File: config.mk
export PLATFORM = sky130hd
export DESIGN_NAME = pipeline_raw_hazard_tracker_unit
export DESIGN_NICKNAME = d
export VERILOG_FILES = /design/src/design/hzt_pkg.sv /design/src/design/hzt_front.sv /design/src/design/hzt_back.sv /design/src/design/pipeline_raw_hazard_tracker_unit.sv
export VERILOG_INCLUDE_DIRS = /design/src /design/src/design
export SDC_FILE = /design/constraint.sdc
export NUM_CORES = 1
export LEC_CHECK = 0
export ABC_AREA = 1
export CORE_MARGIN = 4
export CORE_UTILIZATION = 56
export CTS_CLUSTER_DIAMETER = 120
export DETAILED_ROUTE_END_ITERATION = 10
export DONT_BUFFER_PORTS = 1
export HOLD_SLACK_MARGIN = 0.1
export PLACE_DENSITY = 0.71
export SYNTH_ARGS = -nofsm -noshare
export SYNTH_HDL_FRONTEND = slang
export SYNTH_SLANG_ARGS = --single-unit
File: constraint.sdc
create_clock -name clk_i -period 5.8 [get_ports clk_i]
set_input_delay 0.29 -clock clk_i [delete_from_list [all_inputs] [get_ports clk_i]]
set_output_delay 0.29 -clock clk_i [all_outputs]
set_load 0.05 [all_outputs]
File: src/design/assert_macros.svh
// Assertion helpers shared by the design files.
`ifndef ASSERT_MACROS_SVH
`define ASSERT_MACROS_SVH

// Plain property checked on every rising clock edge outside reset.
`define HZT_ASSERT(name, clk, rstn, prop, msg) \
  name: assert property (@(posedge clk) disable iff (!rstn) (prop)) else $error(msg);

// Same-cycle implication.
`define HZT_ASSERT_IMPL(name, clk, rstn, ante, cons, msg) \
  name: assert property (@(posedge clk) disable iff (!rstn) (ante) |-> (cons)) else $error(msg);

// Next-cycle implication.
`define HZT_ASSERT_NEXT(name, clk, rstn, ante, cons, msg) \
  name: assert property (@(posedge clk) disable iff (!rstn) (ante) |=> (cons)) else $error(msg);

`endif

File: src/design/hzt_pkg.sv
package hzt_pkg;

  localparam int STAGES_DEF         = 8;
  localparam int DECODE_POS_DEF     = 2;
  localparam int FIRST_EXEC_POS_DEF = 3;
  localparam int COUNT_WIDTH_DEF    = 32;

  localparam int REG_COUNT = 32;
  localparam int REG_W     = $clog2(REG_COUNT);
  localparam int STAGE_W   = 3;
  localparam int ACTION_W  = 3;
  localparam int AMOUNT_W  = 4;
  localparam int OUT_W     = 32;

  localparam logic [ACTION_W-1:0] ACT_TICK  = 3'd0;
  localparam logic [ACTION_W-1:0] ACT_CHECK = 3'd1;
  localparam logic [ACTION_W-1:0] ACT_DEST  = 3'd2;
  localparam logic [ACTION_W-1:0] ACT_FLUSH = 3'd3;
  localparam logic [ACTION_W-1:0] ACT_STALL = 3'd4;

  typedef enum logic [2:0] {
    CMD_TICK,
    CMD_CHECK,
    CMD_DEST,
    CMD_FLUSH,
    CMD_STALL,
    CMD_NOP
  } cmd_e;

  typedef struct packed {
    cmd_e                cmd;
    logic [REG_W-1:0]    reg_num;
    logic [STAGE_W-1:0]  stage;
    logic [AMOUNT_W-1:0] amount;
  } req_t;

endpackage

File: src/design/hzt_front.sv
module hzt_front import hzt_pkg::*; (
  input  logic                clk_i,
  input  logic                rst_ni,
  input  logic                start,
  output logic                busy,
  input  logic [ACTION_W-1:0] action_i,
  input  logic [REG_W-1:0]    reg_number_i,
  input  logic [STAGE_W-1:0]  stage_i,
  input  logic [AMOUNT_W-1:0] amount_i,
  output logic                req_valid_o,
  output req_t                req_o,
  input  logic                req_pop_i
);

  `include "assert_macros.svh"

  localparam int Depth = 2;
  localparam int PtrW  = $clog2(Depth);

  req_t            mem_q [Depth];
  logic [PtrW-1:0] wr_ptr_q, rd_ptr_q;
  logic [PtrW:0]   count_q;
  logic            push, pop;
  cmd_e            cmd;

  always_comb begin
    unique case (action_i)
      ACT_TICK:  cmd = CMD_TICK;
      ACT_CHECK: cmd = CMD_CHECK;
      ACT_DEST:  cmd = CMD_DEST;
      ACT_FLUSH: cmd = CMD_FLUSH;
      ACT_STALL: cmd = CMD_STALL;
      default:   cmd = CMD_NOP;
    endcase
  end

  assign busy        = (count_q == (PtrW+1)'(Depth));
  assign push        = start && !busy;
  assign req_valid_o = (count_q != '0);
  assign pop         = req_pop_i && req_valid_o;
  assign req_o       = mem_q[rd_ptr_q];

  always_ff @(posedge clk_i) begin
    if (push) begin
      mem_q[wr_ptr_q] <= '{cmd: cmd, reg_num: reg_number_i, stage: stage_i,
                           amount: amount_i};
    end
  end

  always_ff @(posedge clk_i or negedge rst_ni) begin
    if (!rst_ni) begin
      wr_ptr_q <= '0;
      rd_ptr_q <= '0;
      count_q  <= '0;
    end else begin
      if (push) wr_ptr_q <= wr_ptr_q + 1'b1;
      if (pop)  rd_ptr_q <= rd_ptr_q + 1'b1;
      if (push && !pop)      count_q <= count_q + 1'b1;
      else if (pop && !push) count_q <= count_q - 1'b1;
    end
  end

  `HZT_ASSERT(a_count_range, clk_i, rst_ni, count_q <= (PtrW+1)'(Depth), "queue overfilled")
  `HZT_ASSERT_NEXT(a_push_grows, clk_i, rst_ni, push && !pop, count_q == $past(count_q) + 1'b1, "push lost")
  `HZT_ASSERT_IMPL(a_pop_nonempty, clk_i, rst_ni, req_pop_i, req_valid_o, "pop from empty queue")

endmodule

File: src/design/hzt_back.sv
module hzt_back import hzt_pkg::*; #(
  parameter int STAGES         = STAGES_DEF,
  parameter int DECODE_POS     = DECODE_POS_DEF,
  parameter int FIRST_EXEC_POS = FIRST_EXEC_POS_DEF,
  parameter int COUNT_WIDTH    = COUNT_WIDTH_DEF
) (
  input  logic               clk_i,
  input  logic               rst_ni,
  input  logic               req_valid_i,
  input  req_t               req_i,
  output logic               req_pop_o,
  output logic               result_valid_o,
  output logic               hazard_found_o,
  output logic [STAGE_W-1:0] hazard_stage_o,
  output logic [2:0]         bubbles_added_o,
  output logic [OUT_W-1:0]   cycle_total_o,
  output logic [OUT_W-1:0]   bubble_total_o,
  output logic [OUT_W-1:0]   flush_total_o,
  output logic [OUT_W-1:0]   hazard_total_o,
  output logic [OUT_W-1:0]   stall_total_o,
  output logic [OUT_W-1:0]   exe1_hazards_o,
  output logic [OUT_W-1:0]   exe2_hazards_o,
  output logic [OUT_W-1:0]   mem1_hazards_o,
  output logic [OUT_W-1:0]   mem2_hazards_o
);

  `include "assert_macros.svh"

  localparam int PosW = $clog2(STAGES);
  localparam int RemW = AMOUNT_W;
  localparam int CW   = COUNT_WIDTH;

  typedef enum logic [1:0] {
    S_IDLE   = 2'b01,
    S_REPEAT = 2'b10
  } state_e;

  state_e              state_q, state_d;
  logic [RemW-1:0]     rem_q, rem_d;
  logic                bub_mode_q, bub_mode_d;
  logic                done_q, done_d;
  logic                found_q, found_d;
  logic [STAGE_W-1:0]  where_q, where_d;
  logic [2:0]          added_q, added_d;

  logic [STAGES-1:0]   slot_valid_q;
  logic [REG_W-1:0]    slot_reg_q   [STAGES];
  logic [STAGE_W-1:0]  slot_ready_q [STAGES];

  logic [CW-1:0]       cycle_q, bubble_q, flush_q, hazard_q, stall_q;
  logic [CW-1:0]       stage_cnt_q [4];

  logic                do_tick, do_bubble, do_flush, do_dest, do_hazard, do_stall;
  logic                do_stage_cnt;
  logic [1:0]          stage_idx;

  logic                hit;
  logic [PosW-1:0]     hit_pos;
  logic [STAGE_W-1:0]  hit_ready;
  logic [PosW-1:0]     hit_off;
  logic [PosW+2:0]     hit_pos_ext;
  logic signed [6:0]   n_s;
  logic                n_pos;

  function automatic logic [OUT_W-1:0] to_out(input logic [CW-1:0] v);
    logic [CW+OUT_W-1:0] ext;
    ext = {{OUT_W{1'b0}}, v};
    return ext[OUT_W-1:0];
  endfunction

  // Lowest position wins, so the loop runs from the back toward execute.
  always_comb begin
    hit       = 1'b0;
    hit_pos   = '0;
    hit_ready = '0;
    for (int i = STAGES - 2; i >= FIRST_EXEC_POS; i--) begin
      if (slot_valid_q[i] && slot_reg_q[i] == req_i.reg_num) begin
        hit       = 1'b1;
        hit_pos   = PosW'(i);
        hit_ready = slot_ready_q[i];
      end
    end
  end

  assign hit_off     = hit_pos - PosW'(FIRST_EXEC_POS);
  assign stage_idx   = hit_off[1:0];
  assign hit_pos_ext = {3'b000, hit_pos};
  assign n_s = 7'(hit_ready) - 7'(hit_pos) - 7'(req_i.stage) + 7'(DECODE_POS);
  assign n_pos = !n_s[6] && (n_s != '0);

  always_comb begin
    state_d      = state_q;
    rem_d        = rem_q;
    bub_mode_d   = bub_mode_q;
    done_d       = 1'b0;
    found_d      = found_q;
    where_d      = where_q;
    added_d      = added_q;
    req_pop_o    = 1'b0;
    do_tick      = 1'b0;
    do_bubble    = 1'b0;
    do_flush     = 1'b0;
    do_dest      = 1'b0;
    do_hazard    = 1'b0;
    do_stall     = 1'b0;
    do_stage_cnt = 1'b0;
    unique case (state_q)
      S_IDLE: begin
        if (req_valid_i) begin
          req_pop_o = 1'b1;
          found_d   = 1'b0;
          where_d   = '0;
          added_d   = '0;
          done_d    = 1'b1;
          case (req_i.cmd)
            CMD_TICK: do_tick = 1'b1;
            CMD_CHECK: begin
              if (hit) begin
                found_d      = 1'b1;
                where_d      = hit_pos_ext[STAGE_W-1:0];
                do_hazard    = 1'b1;
                do_stage_cnt = (hit_off < PosW'(4));
                if (n_pos) begin
                  rem_d      = n_s[RemW-1:0];
                  added_d    = (n_s > 7'sd7) ? 3'd7 : n_s[2:0];
                  bub_mode_d = 1'b1;
                  state_d    = S_REPEAT;
                  done_d     = 1'b0;
                end
              end
            end
            CMD_DEST: do_dest = 1'b1;
            CMD_FLUSH: begin
              if (req_i.amount != '0) begin
                rem_d      = req_i.amount;
                bub_mode_d = 1'b0;
                state_d    = S_REPEAT;
                done_d     = 1'b0;
              end
            end
            CMD_STALL: do_stall = 1'b1;
            default: ;
          endcase
        end
      end
      S_REPEAT: begin
        if (bub_mode_q) begin
          do_bubble = 1'b1;
        end else begin
          do_tick  = 1'b1;
          do_flush = 1'b1;
        end
        rem_d = rem_q - 1'b1;
        if (rem_q == RemW'(1)) begin
          state_d = S_IDLE;
          done_d  = 1'b1;
        end
      end
      default: state_d = S_IDLE;
    endcase
  end

  always_ff @(posedge clk_i or negedge rst_ni) begin
    if (!rst_ni) begin
      state_q    <= S_IDLE;
      rem_q      <= '0;
      bub_mode_q <= 1'b0;
      done_q     <= 1'b0;
      found_q    <= 1'b0;
      where_q    <= '0;
      added_q    <= '0;
      cycle_q    <= CW'(STAGES - 1);
      bubble_q   <= '0;
      flush_q    <= '0;
      hazard_q   <= '0;
      stall_q    <= '0;
      for (int k = 0; k < 4; k++) stage_cnt_q[k] <= '0;
    end else begin
      state_q    <= state_d;
      rem_q      <= rem_d;
      bub_mode_q <= bub_mode_d;
      done_q     <= done_d;
      found_q    <= found_d;
      where_q    <= where_d;
      added_q    <= added_d;
      if (do_tick || do_bubble) cycle_q <= cycle_q + 1'b1;
      if (do_bubble)            bubble_q <= bubble_q + 1'b1;
      if (do_flush)             flush_q <= flush_q + 1'b1;
      if (do_hazard)            hazard_q <= hazard_q + 1'b1;
      if (do_stall)             stall_q <= stall_q + CW'(req_i.amount);
      if (do_stage_cnt) stage_cnt_q[stage_idx] <= stage_cnt_q[stage_idx] + 1'b1;
    end
  end

  // A tick moves every slot down; a bubble opens a hole at the first
  // execute stage and leaves the front end where it is; a dest request fills the decode slot.
  always_ff @(posedge clk_i or negedge rst_ni) begin
    if (!rst_ni) begin
      slot_valid_q <= '0;
    end else if (do_tick) begin
      slot_valid_q <= {slot_valid_q[STAGES-2:0], 1'b0};
    end else if (do_bubble) begin
      for (int i = FIRST_EXEC_POS + 1; i < STAGES; i++) slot_valid_q[i] <= slot_valid_q[i-1];
      slot_valid_q[FIRST_EXEC_POS] <= 1'b0;
    end else if (do_dest) begin
      slot_valid_q[DECODE_POS] <= 1'b1;
    end
  end

  always_ff @(posedge clk_i) begin
    if (do_tick) begin
      for (int i = 1; i < STAGES; i++) begin
        slot_reg_q[i]   <= slot_reg_q[i-1];
        slot_ready_q[i] <= slot_ready_q[i-1];
      end
    end else if (do_bubble) begin
      for (int i = FIRST_EXEC_POS + 1; i < STAGES; i++) begin
        slot_reg_q[i]   <= slot_reg_q[i-1];
        slot_ready_q[i] <= slot_ready_q[i-1];
      end
    end else if (do_dest) begin
      slot_reg_q[DECODE_POS]   <= req_i.reg_num;
      slot_ready_q[DECODE_POS] <= req_i.stage;
    end
  end

  assign result_valid_o  = done_q;
  assign hazard_found_o  = found_q;
  assign hazard_stage_o  = where_q;
  assign bubbles_added_o = added_q;
  assign cycle_total_o   = to_out(cycle_q);
  assign bubble_total_o  = to_out(bubble_q);
  assign flush_total_o   = to_out(flush_q);
  assign hazard_total_o  = to_out(hazard_q);
  assign stall_total_o   = to_out(stall_q);
  assign exe1_hazards_o  = to_out(stage_cnt_q[0]);
  assign exe2_hazards_o  = to_out(stage_cnt_q[1]);
  assign mem1_hazards_o  = to_out(stage_cnt_q[2]);
  assign mem2_hazards_o  = to_out(stage_cnt_q[3]);

  `HZT_ASSERT_IMPL(a_repeat_rem, clk_i, rst_ni, state_q == S_REPEAT, rem_q != '0, "repeat with nothing left")
  `HZT_ASSERT_NEXT(a_no_early_result, clk_i, rst_ni, state_q == S_REPEAT && rem_q != RemW'(1), !done_q, "result before repeats end")
  `HZT_ASSERT_IMPL(a_no_pop_busy, clk_i, rst_ni, state_q == S_REPEAT, !req_pop_o, "request taken during repeats")

endmodule

File: src/design/pipeline_raw_hazard_tracker_unit.sv
// Channel   Direction  Handshake            Fields
// request   in         start / busy         action, reg_number, stage, amount
// result    out        result_valid_o pulse hazard flags, bubble count, counters
//
// A request waits in a two-entry queue and then takes one step in the executor,
// plus one repeat step per inserted bubble or per flush tick, counted down by
// the executor's repeat counter; no new request is taken until the repeats end.
// The result strobes for one cycle after the last step. Reset is asynchronous,
// active low, and empties the pipeline slots and the queue. busy rises only
// while the queue is full; results cannot be held off.
module pipeline_raw_hazard_tracker_unit import hzt_pkg::*; #(
  parameter int STAGES         = STAGES_DEF,
  parameter int DECODE_POS     = DECODE_POS_DEF,
  parameter int FIRST_EXEC_POS = FIRST_EXEC_POS_DEF,
  parameter int COUNT_WIDTH    = COUNT_WIDTH_DEF
) (
  input  logic                clk_i,
  input  logic                rst_ni,
  input  logic                start,
  output logic                busy,
  input  logic [ACTION_W-1:0] action_i,
  input  logic [REG_W-1:0]    reg_number_i,
  input  logic [STAGE_W-1:0]  stage_i,
  input  logic [AMOUNT_W-1:0] amount_i,
  output logic                result_valid_o,
  output logic                hazard_found_o,
  output logic [STAGE_W-1:0]  hazard_stage_o,
  output logic [2:0]          bubbles_added_o,
  output logic [OUT_W-1:0]    cycle_total_o,
  output logic [OUT_W-1:0]    bubble_total_o,
  output logic [OUT_W-1:0]    flush_total_o,
  output logic [OUT_W-1:0]    hazard_total_o,
  output logic [OUT_W-1:0]    stall_total_o,
  output logic [OUT_W-1:0]    exe1_hazards_o,
  output logic [OUT_W-1:0]    exe2_hazards_o,
  output logic [OUT_W-1:0]    mem1_hazards_o,
  output logic [OUT_W-1:0]    mem2_hazards_o
);

  logic req_valid, req_pop;
  req_t req;

  hzt_front u_front (
    .clk_i        (clk_i),
    .rst_ni       (rst_ni),
    .start        (start),
    .busy         (busy),
    .action_i     (action_i),
    .reg_number_i (reg_number_i),
    .stage_i      (stage_i),
    .amount_i     (amount_i),
    .req_valid_o  (req_valid),
    .req_o        (req),
    .req_pop_i    (req_pop)
  );

  hzt_back #(
    .STAGES         (STAGES),
    .DECODE_POS     (DECODE_POS),
    .FIRST_EXEC_POS (FIRST_EXEC_POS),
    .COUNT_WIDTH    (COUNT_WIDTH)
  ) u_back (
    .clk_i           (clk_i),
    .rst_ni          (rst_ni),
    .req_valid_i     (req_valid),
    .req_i           (req),
    .req_pop_o       (req_pop),
    .result_valid_o  (result_valid_o),
    .hazard_found_o  (hazard_found_o),
    .hazard_stage_o  (hazard_stage_o),
    .bubbles_added_o (bubbles_added_o),
    .cycle_total_o   (cycle_total_o),
    .bubble_total_o  (bubble_total_o),
    .flush_total_o   (flush_total_o),
    .hazard_total_o  (hazard_total_o),
    .stall_total_o   (stall_total_o),
    .exe1_hazards_o  (exe1_hazards_o),
    .exe2_hazards_o  (exe2_hazards_o),
    .mem1_hazards_o  (mem1_hazards_o),
    .mem2_hazards_o  (mem2_hazards_o)
  );

endmodule

======== Yosys cells after proc, flatten, opt, wreduce, memory -nomap -nowiden ========
Memory sizes are Yosys's and may differ from the RTL's.
Index checks and enable logic that the tools add are counted.
word-level totals
  register bits ........................... 312
  logic and storage cells ................. 209
  bits in writable memories ............... 94
  input bits .............................. 18
  memories ................................ 3
  output and inout bits ................... 297
cells by class
  add/subtract/negate cells ............... 15
  reduce and logical (&&, ||, !) cells .... 30
  order comparisons ....................... 4
  eq/ne operators ......................... 26
  bitwise gates (word level) .............. 11
  muxes and demuxes ....................... 99
memory list
  memory               words  width  read ports  clocked after memory_dff  wr ports  line             RTL
  u_back.slot_reg_q    8      5      7           0                         7         hzt_back.sv:47   logic [REG_W-1:0] slot_reg_q [STAGES];
  u_front.mem_q        2      15     1           0                         1         hzt_front.sv:20  req_t mem_q [Depth];
  u_back.slot_ready_q  8      3      7           0                         7         hzt_back.sv:48   logic [STAGE_W-1:0] slot_ready_q [STAGES];
operators with widths
  kind                                                              number
  32-bit by 1-bit adder with 32-bit output (second input constant)  5
  128-bit bitwise mux                                               1
  32-bit 2-to-1 mux                                                 3
  32-bit binary-select mux with 2-bit select                        1
  32-bit demux with 2-bit select                                    1
  3-bit 2-to-1 mux                                                  19
  1-bit 2-to-1 mux                                                  47
  32-bit by 4-bit adder with 32-bit output                          1
  5-bit 2-to-1 mux                                                  6
  5-bit == test                                                     4
  4-bit 2-to-1 mux                                                  5
  6-bit AND reduction                                               3
  4-bit one-hot mux with 2 select lines                             2
  3-bit one-hot mux with 5 select lines                             1
  2-bit 2-to-1 mux                                                  7
  3-bit by 2-bit == test with 1-bit output (second input constant)  4
  2-bit nonzero test                                                6
  1-bit logical AND                                                 10
  2-bit by 1-bit != test with 1-bit output (second input constant)  5
  1-bit bitwise OR                                                  10
  3-bit by 2-bit != test with 1-bit output (second input constant)  3
  1-bit one-hot mux with 2 select lines                             4
  2-bit one-hot mux with 2 select lines                             2
  7-bit by 2-bit adder with 7-bit output (second input constant)    1
  25 further kinds                                                  34

======== Depth between registers and ports, before layout ========
Gate-level depths: netlist of the first run.
An unclocked memory read counts as a cell.
  word-level depth ........................ 17
  mapped depth ............................ 31
  depth with buffers taken out ............ 30

======== Cells and area by module ========
From an unflattened synthesis of the first run, not the netlist that was laid out.
unflattened totals
  cell total of the unflattened synthesis .. 2,314
  area total of the unflattened synthesis .. 19,543.7 sq um
modules (own cells, without submodules)
  module     area each (sq um)  sequential area each (sq um)  instances  cells an instance
  hzt_back   18,183.7           8,913.5                       1          2,200
  hzt_front  1,360.1            1,001.0                       1          114

======== Least setup slack after synthesis of the first run ========
Ideal clock, no wire load.
  path kind ............................... register to register
  start point ............................. reg u_front.rd_ptr_q
  end point ............................... reg u_back.rem_q[3]
  stages on the path, launching flop included .. 27
  data required time ...................... 5,675 ps
  path buffers ............................ 3
  clock period less this slack ............ 4,845 ps
  library setup time ...................... 125 ps
  path slack .............................. 955 ps
  arrival time ............................ 4,720 ps
  cells stage by stage .................... dfrtp_1 buf_6 inv_6 nand2_2 nand2_2 xor2_1 nor2_1 nand3_2 clkbuf_1 clkbuf_1 o21ai_0 ha_1 fa_1 ha_1 inv_1 ha_1 fa_1 fa_1 inv_1 nand3_1 o31ai_1 a21oi_1 nor2_1 nor3_1 nand2_1 nor2_1 a21oi_1
RTL lines
  what                    line             RTL
  from (decl)             hzt_front.sv:21  logic [PtrW-1:0] wr_ptr_q, rd_ptr_q;
  from (signal assigned)  hzt_front.sv:57  if (pop) rd_ptr_q <= rd_ptr_q + 1'b1;
  to (signal assigned)    hzt_back.sv:180  rem_q <= rem_d;
  to (decl)               hzt_back.sv:39   logic [RemW-1:0] rem_q, rem_d;

==> out/metrics.cfg, run 1 <==
[timing]
slew_headroom_pct=29.3
fmax_mhz=188
hold_viol=312
setup_tns_ns=0
setup_violations=0
timing.final.crit_share_pct=92.0
finalMaxSlewViolations=0
tightest_slew_ns=1.06
rsz0062_at_grt=no
finalCriticalPeriod_ns=5.33
timing.hold.ws_ns=-0.575
fin_skew_ns=0.0145

[layout]
multiInputGateArea_um2=8160
ff_latch_area_um2=9910
syn_to_final_growth_pct=10.1
final_nets=2384
fillCellCount=2932
fin_cells=2820
drive_gt1_share_pct=6.64
antennaDiodeCount=0

[global_routing]
grt_pass1_wl_um=82100
grt_max_degree=313
antenna_found_initial=1
globalRoute.busiestLayer=met2
use_met2_pct=41.7
first_global_vias=15300
met1_usage_pct=34.5
grtUsageTotal_pct=26.4
grt_overflow=0
grt_util_met3_pct=8.98

[floorplan]
rows=68
die_w_um=195
core-area_um2=34500
ios=315
dieArea_um2=37800
start_util_pct=56.6
die_h_um=195

[clock_tree]
cts_hold_buf=15
cts.sinks=382
path_clk_slew_ns=0.06
clk_path_buf_depth=3
cts_tree=built
cts.root.buffer_cell=clkbuf_16
insertion_delay_ns=0.56
ctsHtreeMaxLevel=2
cts_buffers=42
post-cts-setup-buffers=0

[yosys]
synth_edf_count=70
synth_warnings=0
synth_area_um2=19500
ys.flop_type=dfrtp_1
synth_seq_cells=382
async_reset_ff_share_pct=81.7
synthCells=2317
syn_nets=2366
avgSynthCellArea_um2=8.41
ys_seq_area_share_pct=50.9
yosysUniqueCellTypes=55

[worst_setup_path]
reg2regPathDepth=28
slowest_stage=fa_1
critical_path_peak_fanout=8
critPathCaptureType=register
startpoint_type=register
cpPeakStageDelay_ns=0.52
arrival_ns=5.77
worstSetupPathType=register to register
r2r_slack_ns=0.47
required_ns=6.24
path_common_cell=nor2_1

[pwr]
pwr-share-comb_pct=20.3
power_density_nw_per_um2=363
leakage_nw=9.99
p_int_w=0.00522
ir_worst_vdd_mv=0.237
swShare_pct=32.9
p_clk_share_pct=35.0
p_sw_w=0.00256
p_seq_share_pct=44.7

[detailed_routing]
postRouteAntennaNets=0
drc_errors=0
dr.pass1.iters=5
vias=15600
viasPerCell=5.52
drt_first_iter_violations=1130
wl_per_cell_um=18.0
wl_um=50800

[worst_hold_path]
hold_path.class=primary input to async pin

[placed_design]
dp_hpwl_um=34900
dp_cells=2731
port_buffers=0
place.gp.congestion=0.924

[status]
status=finished, violations left
violations=hold timing

[job]
drv_cap=0

==> registers in the layout (all words and copies together) (netlist names), 3 cells and up <==
signal / cells
u_back.hazard_total_o: 32
u_back.exe2_hazards_o: 32
u_back.stall_total_o: 32
u_back.flush_total_o: 32
u_front.mem_q: 30
u_back.exe1_hazards_o: 32
u_back.hazard_stage_o: 3
u_back.mem1_hazards_o: 32
u_back.bubbles_added_o: 3
u_back.slot_ready_q: 15
u_back.slot_reg_q: 25
u_back.rem_q: 4
u_back.mem2_hazards_o: 32
u_back.bubble_total_o: 32
u_back.slot_valid_q: 5
u_back.cycle_total_o: 32
==> cell usage in the layout, fill, tap and decap left out, types with 46 or more instances in the layout <==
cell type,count
nand3_1,249
nor2_1,163
xor2_1,98
nand2_1,649
dfrtp_1,308
inv_1,289
edfxtp_1,70
o21ai_0,80
nor3_1,46
xnor2_1,55
==> synth_stat cells, types with 14 or more instances <==
cell	instances	area, um2
edfxtp_1	70	2100
nand4_1	32	200
nand2_2	14	87.6
ha_1	27	338
xor2_1	98	858
a21oi_1	32	160
inv_1	289	1080
nand3b_1	29	218
nor3_1	47	235
clkbuf_1	24	90.1
xnor2_1	55	482
dfrtp_1	308	7710
nand2_1	649	2440
nor2_1	166	623
o21ai_0	80	400
nand3_1	249	1250
buf_2	20	100
==> worst max-delay path: cells and delay by family, from the launching register on <==
kind,cells,cell delay (ns)
xor+xnor,1,0.16
fa+ha+maj,6,2.16
buf+inv,4,0.35
flops,1,0.45
compound gates,4,0.42
simple gates,13,1.66
==> layout make-up <==
type,instances,area share (%)
flip-flops and latches,382,46.2
inverters,296,5.20
multi-input cells,1581,38.0
clock buffers,55,5.51
well taps,455,2.65
repair buffers,32,1.35
clock inverters,19,1.03
==> stage by stage <==
stage / instance area [um2] / util, % / power (W) / setup WS, ns
floorplan: 19500 / - / 0.00463 / 0.955
global placement: 19900 / 57.7 / 0.00498 / 0.582
detailed placement: 19900 / 57.7 / 0.00506 / 0.478
CTS: 21400 / 62.2 / 0.00782 / 0.431
global route: 21400 / 62.2 / 0.00821 / 0.00165
finish: 21400 / 62.2 / 0.00779 / 0.467
==> final timing paths <==
kind,end,start
worst max-delay path,u_back.rem_q[3],u_front.rd_ptr_q
worst min-delay path,u_back.cycle_total_o[17],rst_ni
worst max register to register,u_back.rem_q[3],u_front.rd_ptr_q
worst min register to register,u_back.slot_ready_q[1][3],u_back.slot_ready_q[1][0]
max in group asynchronous,u_back.hazard_total_o[15],rst_ni
min in group clk_i,u_front.wr_ptr_q,start
==> repair_timing <==
action | in CTS | in global routing
setup endpoints to repair | 0 | 5
hold endpoints to repair | 342 | 312
resized for setup | 0 | 3
==> power by group through the flow <==
stage / combinational (W) / clock [W] / sequential, W
floorplan: 0.00119 / 0 / 0.00344
detailed placement: 0.00154 / 0 / 0.00352
CTS: 0.00156 / 0.00279 / 0.00348
finish: 0.00158 / 0.00273 / 0.00348
global route: 0.00179 / 0.00291 / 0.00351
global placement: 0.00146 / 0 / 0.00352
==> layer usage <==
metal / part of all wire, % / up-vias
li1: - / 7444
met5: 0.026 / -
met3: 10 / 87
met1: 41 / 7395
met2: 46 / 645
met4: 2.8 / 2
==> kinds of logic after synthesis <==
kind of cell               count (synthesis)  synth area share (%)
xor gates and xnor gates                 154                  6.96
and+or+nand+nor                         1246                  28.3
muxes                                      3                 0.161
buffers and inverters                    354                  7.38
DFF                                      382                  50.9
AOI/OAI and AO/OA                        147                  4.15
adders and majority gates                 31                  2.14
(Power assumes the default switching activity.)
==> inputs of run 2 (changes only) <==
CORE_UTILIZATION = 60   (was 56)
PLACE_DENSITY = 0.76   (was 0.71)
SETUP_SLACK_MARGIN = 0.05   (was unset)
==> out/metrics.cfg, run 2 (synthesis results as in run 1) <==
[detailed_routing]
drc_errors=0  ; unchanged
top_layer=met5
dr.pass1.iters=6  ; +1
wl_per_cell_um=17.8  ; -1.5%
postRouteAntennaNets=0  ; unchanged
met1_length_um=20000  ; -4.1%
wl_met3_um=5700  ; +6.8%
viasPerCell=5.57  ; +0.84%
drt_first_iter_violations=1225  ; +8.4%
wl_um=49700  ; -2.2%
wl_met2_um=22200  ; -4.3%
vias=15600  ; +0.051%

[status]
violations=hold timing
status=finished, violations left

[pwr]
ir_worst_vdd_mv=0.270  ; +14%
power_density_nw_per_um2=357  ; -1.7%
leakage_nw=9.92  ; -0.70%

[placed_design]
dp_cells=2712  ; -0.70%
dp_hpwl_um=34600  ; -1.0%
port_buffers=0  ; unchanged
place.gp.congestion=0.905  ; -2.1%

[floorplan]
rows=65  ; -4.4%
die_w_um=188  ; -3.3%
start_util_pct=61.3  ; +4.7 points
die_h_um=188  ; -3.3%
dieArea_um2=35400  ; -6.4%
ios=315  ; unchanged
core-area_um2=31800  ; -7.7%

[timing]
fin_skew_ns=0.0186  ; +0.00411 ns
tightest_slew_ns=1.30  ; +0.241 ns
hold_viol=311  ; -0.32%
finalCriticalPeriod_ns=5.29  ; -0.0441 ns
setup_tns_ns=0  ; unchanged
rsz0062_at_grt=no
timing.final.crit_share_pct=91.2  ; -0.76 points
slew_headroom_pct=13.5  ; -16 points
finalMaxSlewViolations=0  ; unchanged
timing.hold.ws_ns=-0.546  ; +0.0291 ns
fmax_mhz=189  ; +0.83%
setup_violations=0  ; unchanged

[layout]
final_nets=2383  ; -0.042%
layout_commonest_cell=nand2_1
syn_to_final_growth_pct=9.49
fin_cells=2798  ; -0.78%
final_cell_mix=nand2_1 (648), dfrtp_1 (307), inv_1 (289), nand3_1 (249), nor2_1 (161)
fillCellCount=2540  ; -13%
drive_gt1_share_pct=6.69  ; +0.051 points

[worst_setup_path]
arrival_ns=5.74  ; -0.03 ns
startpoint_type=register
r2r_slack_ns=0.51  ; +0.04 ns
required_ns=6.25  ; about the same
critical_path_peak_fanout=15  ; +7
worstSetupPathType=register to register
critPathCaptureType=register

[global_routing]
grt_max_degree=313  ; unchanged
first_global_vias=15400  ; +0.50%
grt_pass1_wl_um=80300  ; -2.1%
grtUsageTotal_pct=27.4  ; +1.0 points
antenna_found_initial=2  ; +1
grt_overflow=0  ; unchanged

[clock_tree]
cts.root.buffer_cell=clkbuf_16
cts_hold_buf=15  ; unchanged
cts.sinks=382  ; unchanged
path_clk_slew_ns=0.06  ; about the same
ctsHtreeMaxLevel=2  ; unchanged
cts_buffers=40  ; -4.8%
insertion_delay_ns=0.54  ; -0.02 ns
post-cts-setup-buffers=0  ; unchanged
clk_path_buf_depth=3  ; unchanged
cts_tree=built

[job]
drv_cap=0  ; unchanged

[worst_hold_path]
hold_path.class=primary input to async pin

-- run 2: changes by cell type in the layout (fill, tap and decap cells not counted), moves of 2 or more --
| cell | delta |
|---|---|
| nor2_2 | +2 |
| clkinvlp_4 | +3 |
| clkinv_1 | -4 |
| clkinv_2 | -5 |
| clkinv_4 | +2 |
| nor2_1 | -2 |
| buf_4 | +2 |
| clkbuf_1 | +4 |
| bufinv_16 | -3 |
-- run 2: path summary, 6_finish.rpt --
path | startpoint | endpoint | cells after the start
worst max-delay path | u_front.rd_ptr_q | u_back.state_q[0] | 27
max in group asynchronous | rst_ni | u_back.hazard_total_o[9] | 0
worst max register to register | u_front.rd_ptr_q | u_back.state_q[0] | 27
worst min register to register | u_back.slot_reg_q[0][11] | u_back.slot_reg_q[0][16] | 0
worst min-delay path | rst_ni | u_back.cycle_total_o[26] | 0
min in group clk_i | start | u_front.wr_ptr_q | 4
-- run 2: what timing repair did --
action,in CTS,in global routing
endpoints found under the hold margin,342,312
resized for setup,0,7
setup endpoints to repair,0,6
-- run 2: per-stage QoR --
stage	util, %	power [W]	setup WS [ns]	instance area [um2]	hold WS, ns
floorplan	-	0.00463	0.955	19500	-0.00559
global route	67.1	0.00802	0.0597	21300	-0.580
global placement	62.4	0.00496	0.636	19900	0.00436
finish	67.1	0.00762	0.511	21300	-0.546
detailed placement	62.4	0.00504	0.489	19900	0.00365
CTS	67.0	0.00761	0.431	21300	-0.573
-- run 2: layout make-up --
class / count / area (um2) / share of cell area, %
Tap cell: 435 / 544 / 2.55
Timing Repair Buffer: 33 / 285 / 1.34
Multi-Input combinational cell: 1581 / 8160 / 38.3
Clock buffer: 58 / 1170 / 5.49
Inverter: 296 / 1120 / 5.23
Sequential cell: 382 / 9920 / 46.5
Clock inverter: 12 / 138 / 0.645
Antenna cell: 1 / 2.50 / 0.0117
-- run 2: report_power, final --
part	total (W)	switching (W)	internal, W	leakage [nW]
Sequential	0.00348	0.000424	0.00306	4.95
Clock	0.00256	0.00106	0.00150	0.626
Combinational	0.00158	0.00106	0.000514	4.35
Total	0.00762	0.00255	0.00507	9.92
-- run 2: routing by layer --
metal	vias up	track usage [%]
met5	-	0
met2	684	43.4
met3	116	9.93
li1	7434	-
met1	7345	35.2
met4	2	9.77
-- run 2: worst max-delay path: stages (launching register included) --
cell and delay [ns]:
dfrtp_2 0.46, buf_4 0.21, nand2_1 0.12, nand2_2 0.11, xor2_1 0.16, nor3_1 0.14, nand4_1 0.16, nor2_2 0.15
inv_1 0.06, nor2_2 0.13, nand2_1 0.07, nand3_1 0.07, o21ai_0 0.09, ha_1 0.25, fa_1 0.49, ha_1 0.30
inv_1 0.04, ha_1 0.21, fa_1 0.38, fa_1 0.47, inv_1 0.10, nand3_1 0.12, o31ai_2 0.25, a21oi_2 0.11
nor2_1 0.18, nor3_1 0.08, nand3_1 0.10, a21boi_0 0.19
==> inputs of run 3 (changes only) <==
CORE_ASPECT_RATIO = 1.75   (was unset)
CORE_MARGIN = unset   (was 4)
SKIP_LAST_GASP = 1   (was unset)
==> out/metrics.cfg, run 3 (synthesis results as in run 1) <==
[status]
status=finished, violations left
violations=DRC, hold timing

[worst_setup_path]
path_common_cell=inv_1
crit_buf_inv=6  ; +2
slowest_stage=fa_1
critical_path_peak_fanout=6  ; -9
startpoint_type=register
critPathTopFamily=adder cells
cpPeakStageDelay_ns=0.50  ; about the same
worstSetupPathType=register to register
arrival_ns=5.78  ; +0.04 ns
required_ns=6.24  ; about the same
critPathCaptureType=register

[timing]
fmax_mhz=187  ; -0.96%
setup_violations=0  ; unchanged
tightest_slew_ns=1.17  ; -0.127 ns
fin_skew_ns=0.0155  ; -0.00313 ns
slew_headroom_pct=22.0  ; +8.5 points
timing.final.crit_share_pct=92.1  ; +0.88 points
timing.hold.ws_ns=-0.552  ; -0.00655 ns
setup_tns_ns=0  ; unchanged
finalCriticalPeriod_ns=5.34  ; +0.0512 ns
finalMaxSlewViolations=0  ; unchanged
hold_viol=311  ; unchanged
rsz0062_at_grt=no

[pwr]
p_int_w=0.00493  ; -2.8%
total_power_w=0.00746  ; -2.1%
swShare_pct=33.9  ; +0.47 points
p_clk_share_pct=31.9  ; -1.7 points
pwr-share-comb_pct=21.4  ; +0.7 points
p_seq_share_pct=46.7  ; +1.0 points
ir_worst_vdd_mv=0.335  ; +24%
leakage_nw=9.89  ; -0.33%
p_sw_w=0.00253  ; -0.78%
power_density_nw_per_um2=352  ; -1.4%

[floorplan]
dieArea_um2=33200  ; -6.2%
ios=315  ; unchanged
start_util_pct=60.7  ; -0.60 points
rows=87  ; +34%
die_h_um=240  ; +28%
die_w_um=138  ; -27%
core-area_um2=32100  ; +0.98%

[detailed_routing]
drt_first_iter_violations=1014  ; -17%
postRouteAntennaNets=0  ; unchanged
drc_errors=38  ; +38
dr.pass1.iters=9  ; +3
wl_um=50500  ; +1.7%
viasPerCell=5.71  ; +2.5%
vias=15700  ; +0.98%
wl_per_cell_um=18.3  ; +3.2%

[clock_tree]
cts.root.buffer_cell=clkbuf_16
cts.sinks=382  ; unchanged
cts_hold_buf=15  ; unchanged
cts_tree=built
path_clk_slew_ns=0.06  ; about the same
clk_path_buf_depth=3  ; unchanged
ctsHtreeMaxLevel=2  ; unchanged
insertion_delay_ns=0.54  ; about the same
cts_buffers=36  ; -10%

[layout]
final_nets=2383  ; unchanged
drive_gt1_share_pct=6.83  ; +0.14 points
antennaDiodeCount=0  ; -1
ff_latch_area_um2=9920  ; unchanged
fillCellCount=2612  ; +2.8%
syn_to_final_growth_pct=8.70
post-route-util_pct=66.0  ; -1.1 points
final_cell_mix=nand2_1 (648), dfrtp_1 (307), inv_1 (289), nand3_1 (249), nor2_1 (162)
fin_area_um2=21200  ; -0.72%
layout_commonest_cell=nand2_1
multiInputGateArea_um2=8170  ; about the same

[worst_hold_path]
hold_path.class=primary input to async pin

[placed_design]
placed_area_um2=19800  ; -0.18%
place.gp.congestion=0.927  ; +2.4%
dp_hpwl_um=35600  ; +3.2%
port_buffers=0  ; unchanged

[global_routing]
grt_max_degree=313  ; unchanged
grt_pass1_wl_um=79600  ; -0.87%
grt_overflow=0  ; unchanged
first_global_vias=15500  ; +1.1%
grtUsageTotal_pct=30.4  ; +2.9 points
antenna_found_initial=0  ; -2

[job]
drv_cap=0  ; unchanged

==> run 3: changes by cell type in the layout (fill, tap and decap cells not counted), sizes merged <==
cell | previous run | this run
buf | 18 | 21
clkbuf | 58 | 47
diode | 1 | 0
inv | 295 | 298
==> run 3: final cells by class <==
cell class | instances | area share [%]
Clock buffer | 46 | 4.81
Clock inverter | 15 | 0.709
Inverter | 296 | 5.27
Multi-Input combinational cell | 1581 | 38.6
Sequential cell | 382 | 46.8
Tap cell | 400 | 2.36
Timing Repair Buffer | 37 | 1.48
==> run 3: what timing repair did <==
action,4_1_cts,5_1_grt
setup buffers,0,3
endpoints found under the hold margin,342,312
setup endpoints to repair,0,6
resized for setup,0,7
==> run 3: power by group through the flow <==
stage / Sequential [W] / Clock [W] / Combinational, W
floorplan: 0.00344 / 0 / 0.00119
global placement: 0.00352 / 0 / 0.00147
detailed placement: 0.00353 / 0 / 0.00153
CTS: 0.00348 / 0.00242 / 0.00154
global route: 0.00351 / 0.00250 / 0.00182
finish: 0.00348 / 0.00238 / 0.00160
==> run 3: per-stage QoR <==
stage | cells | setup WS (ns) | hold WS [ns]
4_1_cts | 2754 | 0.263 | -0.564
5_1_grt | 2757 | 0.0189 | -0.569
2_1_floorplan | 2317 | 0.955 | -0.00559
3_5_place_dp | 2678 | 0.290 | 0.000221
3_3_place_gp | 2678 | 0.461 | 0.000493
6_report | 2757 | 0.460 | -0.552
==> run 3: routing by layer <==
metal / wire [um] / vias up / track usage (%)
met2: 26500 / 596 / 56.2
met5: 0 / - / 0
li1: - / 7410 / -
met3: 3570 / 168 / 7.17
met1: 17500 / 7560 / 31.0
met4: 2980 / 0 / 18.4
==> run 3: worst paths after layout <==
check	from	to	slack [ns]	cells after the start
max in group asynchronous	rst_ni	u_front.rd_ptr_q	5.32	0
hold reg to reg	u_back.slot_ready_q[1][0]	u_back.slot_ready_q[1][3]	0.42	0
min in group clk_i	start	u_front.wr_ptr_q	0.13	4
setup reg to reg	u_front.rd_ptr_q	u_back.state_q[0]	0.46	28
setup / recovery	u_front.rd_ptr_q	u_back.state_q[0]	0.46	28
hold / removal	rst_ni	u_back.cycle_total_o[29]	-0.55	0
